<file path="src/rtl/core/psi_svt_pkg.sv">
`timescale 1ns / 1ps
// ============================================================================
// psi_svt_pkg
// Shared types and constants of the PSI section version tracker.
// ============================================================================
package psi_svt_pkg;

   // Default table capacity in sections.
   localparam int MAX_SECTIONS_DEF = 256;

   // Function codes of a request item.
   typedef enum logic [1:0] {
      FUNC_CHECK  = 2'd0,
      FUNC_REMOVE = 2'd1,
      FUNC_RESET  = 2'd2
   } func_type;

   // Status codes of a response item.
   typedef enum logic [2:0] {
      STAT_IGNORE   = 3'd0,
      STAT_INITIAL  = 3'd1,
      STAT_CHANGE   = 3'd2,
      STAT_PRESENT  = 3'd3,
      STAT_APPEND   = 3'd4,
      STAT_REMOVED  = 3'd5,
      STAT_REJECTED = 3'd6,
      STAT_RESET    = 3'd7
   } status_type;

   // Sequencer states.
   typedef enum logic {
      S_IDLE,
      S_EXEC
   } state_type;

   // Outcome of one request, handed from the decision logic to the state update.
   typedef struct packed {
      status_type status;
      logic       start;   // begin a new table with this section only
      logic       wipe;    // drop the table entirely
      logic       append;  // mark this section received and store its CRC
      logic       remove;  // clear the received mark of this section
   } decision_type;

endpackage

</file>
<file path="src/rtl/core/psi_svt_decide.sv">
`timescale 1ns / 1ps
// ============================================================================
// psi_svt_decide
// Classifies one request against the held table state and the stored CRC.
// ============================================================================
module psi_svt_decide #(
   parameter int MAX_SECTIONS = psi_svt_pkg::MAX_SECTIONS_DEF
) (
   input  logic [1:0]                 func,
   input  logic [4:0]                 table_version,
   input  logic [7:0]                 section_number,
   input  logic [7:0]                 last_section_number,
   input  logic [31:0]                section_crc,
   input  logic                       have_table,
   input  logic [4:0]                 held_version,
   input  logic [7:0]                 held_last,
   input  logic                       flag,
   input  logic [31:0]                stored_crc,
   output psi_svt_pkg::decision_type  decision
);
   import psi_svt_pkg::*;

   localparam logic [8:0] LAST_LIMIT = 9'(MAX_SECTIONS);

   always_comb begin
      decision = '{status: STAT_IGNORE, start: 1'b0, wipe: 1'b0,
                   append: 1'b0, remove: 1'b0};
      unique case (func_type'(func))
         FUNC_CHECK: begin
            // Sections past the announced last one, and tables larger than
            // the store, are dropped without effect.
            if (section_number > last_section_number ||
                {1'b0, last_section_number} >= LAST_LIMIT) begin
               decision.status = STAT_IGNORE;
            end else if (!have_table) begin
               decision.status = STAT_INITIAL;
               decision.start  = 1'b1;
            end else if (table_version != held_version ||
                         last_section_number != held_last ||
                         (flag && stored_crc != section_crc)) begin
               decision.status = STAT_CHANGE;
               decision.start  = 1'b1;
            end else if (flag) begin
               decision.status = STAT_PRESENT;
            end else begin
               decision.status = STAT_APPEND;
               decision.append = 1'b1;
            end
         end
         FUNC_REMOVE: begin
            if (!have_table || section_number > held_last) begin
               decision.status = STAT_REJECTED;
            end else begin
               decision.status = STAT_REMOVED;
               decision.remove = flag;
            end
         end
         FUNC_RESET: begin
            decision.status = STAT_RESET;
            decision.wipe   = 1'b1;
         end
         default: begin
            decision.status = STAT_IGNORE;
         end
      endcase
   end

endmodule

</file>
<file path="config.mk">
export PLATFORM = sky130hd
export DESIGN_NAME = psi_svt_decide
export DESIGN_NICKNAME = d
export VERILOG_FILES = /design/src/rtl/core/psi_svt_pkg.sv /design/src/rtl/core/psi_svt_decide.sv
export SDC_FILE = /design/constraint.sdc
export NUM_CORES = 1
export LEC_CHECK = 0
export ABC_AREA = 1
export BUFFER_PORTS_ARGS = -buffer_cell sky130_fd_sc_hd__buf_2
export CAP_MARGIN = 10
export CELL_PAD_IN_SITES_DETAIL_PLACEMENT = 1
export CELL_PAD_IN_SITES_GLOBAL_PLACEMENT = 1
export CORE_ASPECT_RATIO = 1.5
export CORE_MARGIN = 10
export CORE_UTILIZATION = 24
export DETAILED_ROUTE_END_ITERATION = 10
export PLACE_DENSITY_LB_ADDON = 0.1
export REMOVE_ABC_BUFFERS = 1
export SYNTH_ARGS = -nofsm -noshare
export SYNTH_HDL_FRONTEND = slang
export SYNTH_SLANG_ARGS = --single-unit
export TNS_END_PERCENT = 5
</file>
<file path="constraint.sdc">
create_clock -name vclk -period 1.7
set_clock_uncertainty 0.2 [all_clocks]
set_input_delay 0.085 -clock vclk [all_inputs]
set_output_delay 0.085 -clock vclk [all_outputs]
set_load 0.02 [all_outputs]
</file>
# Yosys cells after proc, flatten, opt, wreduce, memory -nomap -nowiden

Index checks and enable logic that the tools add are counted.

Register bits: 0
Latch bits: 0
Memory bits (writable): 0
Bits in read-only memories: 0
Input port bits: 102
Output and inout bits: 7
Word-level logic and storage cells: 30
Memories: 0

$add $sub $neg: 0
$mul: 0
Div/mod/pow operators: 0
Order comparisons: 2
Equality and inequality tests: 5
Shift-type cells: 0
Multiplexer cells: 17
Bitwise gates (word level): 0
Reduce and logical (&&, ||, !) cells: 6

Operators with widths:

| operator                                             | number |
|---|---|
| != test 32 bit                                       | 1 |
| > comparator 8 bit                                   | 2 |
| two-way mux 1 bit                                    | 11 |
| two-way mux 3 bit                                    | 3 |
| case mux 3 bit (3 select lines)                      | 1 |
| != test 8 bit                                        | 1 |
| != test 5 bit                                        | 1 |
| two-way mux 4 bit                                    | 1 |
| logical OR 1 bit                                     | 3 |
| equality test 2 x 1 -> 1 bit (second input constant) | 1 |
| equality test 2 bit (second input constant)          | 1 |
| logical NOT 2 bit                                    | 1 |
| two-way mux 2 bit                                    | 1 |
| logical AND 1 bit                                    | 1 |
| logical NOT 1 bit                                    | 1 |

# Depth between registers and ports, before layout

Depth in word-level cells: 7
Mapped depth: 13

# Worst setup path after synthesis

OpenSTA, ideal clock, no wires.

Kind: input to output
From: in last_section_number[1]
To: out decision[3] (netlist bit)
Data arrival time: 1522 ps
Data required time: 1415 ps
Slack: -107 ps
Stages: 10
Cell sequence: inv_1 ha_1 inv_1 nor2_1 o21ai_0 nand2_1 nand2_1 o211ai_1 a21boi_1 a21boi_0

RTL lines:

| what            | RTL line             | RTL |
|---|---|---|
| start, declared | psi_svt_decide.sv:12 | `input logic [7:0] last_section_number,` |
| end, declared   | psi_svt_decide.sv:19 | `output psi_svt_pkg::decision_type decision` |

==> metrics.md <==
| Metric | Value |
|---|---|
| GRT Total Usage | `11.1%` |
| Num sequential | `0` |
| Hold slack | `0.356 ns` |
| Post-Place Cells | `473` |
| Via count | `2069` |
| Die X | `82.0 µm` |
| Placed inst area | `2040 µm²` |
| Rel. slew slack | `82.6%` |
| Fin crit period | `1.79 ns` |
| Critical path peak fanout | `2` |
| Final setup viols | `3` |
| Die height | `113 µm` |
| F_max | `559 MHz` |
| Synth top area share | `29.6%` |
| Most frequent cell after synthesis | `nand2_1` |
| Gpl congestion | `0.766` |
| Wire per inst | `11.7 µm` |
| Synth Cell Area | `1380 µm²` |
| Setup WS pre-CTS | `-0.202 ns` |
| Vias per cell | `4.35` |
| Initial Util | `25.0%` |
| Distinct cells, synth | `17` |
| Port Buffers | `109` |
| Nets | `530` |
| Worst slew pin tran | `0.260 ns` |
| ANT cells | `0` |
| Largest net degree at the start of global routing | `7` |
| RSZ-0062 raised after global routing | `yes` |
| Critical path's largest stage delay | `0.24 ns` |
| Outcome | `finished, violations left` |
| Worst Path Arrival | `1.50 ns` |
| Max-slew violations | `0` |
| Syn avg cell area | `4.75 µm²` |
| Initial antenna violation count | `0` |
| Maxcap violations | `0` |
| Row count | `33` |
| Post-Syn Instances | `291` |
| Synth cell count leaders | `109 x nand2_1, 72 x inv_1, 48 x nor2_1, 20 x ha_1, 10 x a21oi_1` |
| HP Class | `primary input to output pin` |
| Drt total wl | `5570 µm` |
| CP Capture Type | `output pin` |
| Final ANT Viol Nets | `0` |
| Worst VDD drop | `0.111 mV` |
| Global route overflow | `0` |
| Critical path's slowest cell | `ha_4` |
| Top cells by area, synth | `nand2_1 30%, inv_1 20%, ha_1 18%` |
| Core Footprint | `5530 µm²` |
| Clkbuf count | `0` |
| Drt first pass iters | `2` |
| Cell Chain, Critical Path | `buf_6 > ha_4 > inv_2 > nor2_1 > o21ai_1 > nand2_1 > nand2_1 > o211ai_1 > nand2_1 > nand3_2 > nor2_4 > nor2_2 > nor2_2 > buf_6` |
| Crit Path Class | `primary input to output pin` |
| Fin cells | `476` |
| First-pass GRT wire length | `8840 µm` |
| Vias in the first global route | `2181` |
| Area leader, netlist | `nand2_1` |
| # DRC | `0` |
| Yosys warns | `0` |
| Failing checks | `setup timing` |
| Full die area | `9260 µm²` |
| DRT iter0 DRCs | `23` |
| Cts hold-fix bufs | `0` |
| Layout area overhead | `63.8%` |
| Post-DP HPWL | `5160 µm` |
| Final non-filler cell area | `2260 µm²` |
| Final Cycle Share | `105%` |
| P_leak | `1.46 nW` |
| Top cell by count, worst path | `nand2_1` |
| PnR worst setup slack | `-0.0890 ns` |
| Setup crit start kind | `primary input` |
| Core Util, Final | `40.9%` |
| Register area | `0 µm²` |
| Seq/Total Area, Yosys | `0%` |
| Pwr Density | `223 nW/µm²` |
| Layout cell share with drive strength beyond 1 | `37.2%` |
| Top-Level Pins | `109` |
| Final Hold Viols | `0` |
| CP required | `1.41 ns` |
## routing by layer
| metal | wire (µm) | vias to the layer above | track usage [%] |
|---|---|---|---|
| met5 | 0 | - | 0 |
| met4 | 0 | 0 | 0 |
| met3 | 517 | 0 | 2.38 |
| met2 | 3080 | 64 | 22.2 |
| met1 | 1980 | 920 | 11.7 |
| li1 | - | 1085 | - |
## critical path: cells and delay by family
family | cells | cell delay [ns]
AO/OA/AOI/OAI | 2 | 0.22
AND/OR/NAND/NOR | 8 | 0.67
adder cells (fa/ha/maj) | 1 | 0.24
buffers and inverters | 3 | 0.28
## timing repair
| action | in CTS | in global routing |
|---|---|---|
| setup endpoints to repair | 6 | 6 |
| gates resized for setup | 33 | 18 |
| pin swaps | 12 | 9 |
| buffers inserted | 1 | 2 |
| gates cloned | 0 | 0 |
## cell families after synthesis
kind of cell | synth area share, %
XOR/XNOR | 5.70
adder cells (fa/ha/maj) | 18.1
AND/OR/NAND/NOR | 50.7
buffers and inverters | 19.5
AO/OA/AOI/OAI | 5.97
## layout by cell type, fill, tap and decap left out, drive strengths merged, types with 4 or more instances in the layout
cell type,Yosys,layout
nand4,6,6
nor2,52,52
ha,20,20
a21oi,10,10
nand3,6,6
xnor2,4,4
xor2,5,5
nand2,110,110
inv,72,72
buf,0,115
## layout make-up
class	instances	area, µm²
multi-input combinational	219	1260
fill	842	3270
timing repair buffer	115	641
tap	70	87.6
inverter	72	278
## power by group
group          total, mW  internal (mW)  switching [mW]  leakage [nW]
clock                  0              0               0             0
sequential             0              0               0             0
combinational      0.504          0.252           0.252          1.46
## through the flow
| stage | power, mW | setup TNS [ns] |
|---|---|---|
| 2_1_floorplan | 0.225 | -0.125 |
| 3_3_place_gp | 0.421 | -0.565 |
| 3_5_place_dp | 0.438 | -0.693 |
| 4_1_cts | 0.489 | -0.0932 |
| 5_1_grt | 0.586 | -1.05 |
| 6_report | 0.504 | -0.176 |
## worst paths after layout
| check | start | end | slack (ns) | depth (start not counted) |
|---|---|---|---|---|
| max | section_number[1] | decision[6] | -0.09 | 14 |
| min | flag | decision[0] | 0.36 | 4 |
Note: power is estimated with default switching activity, not from simulation.
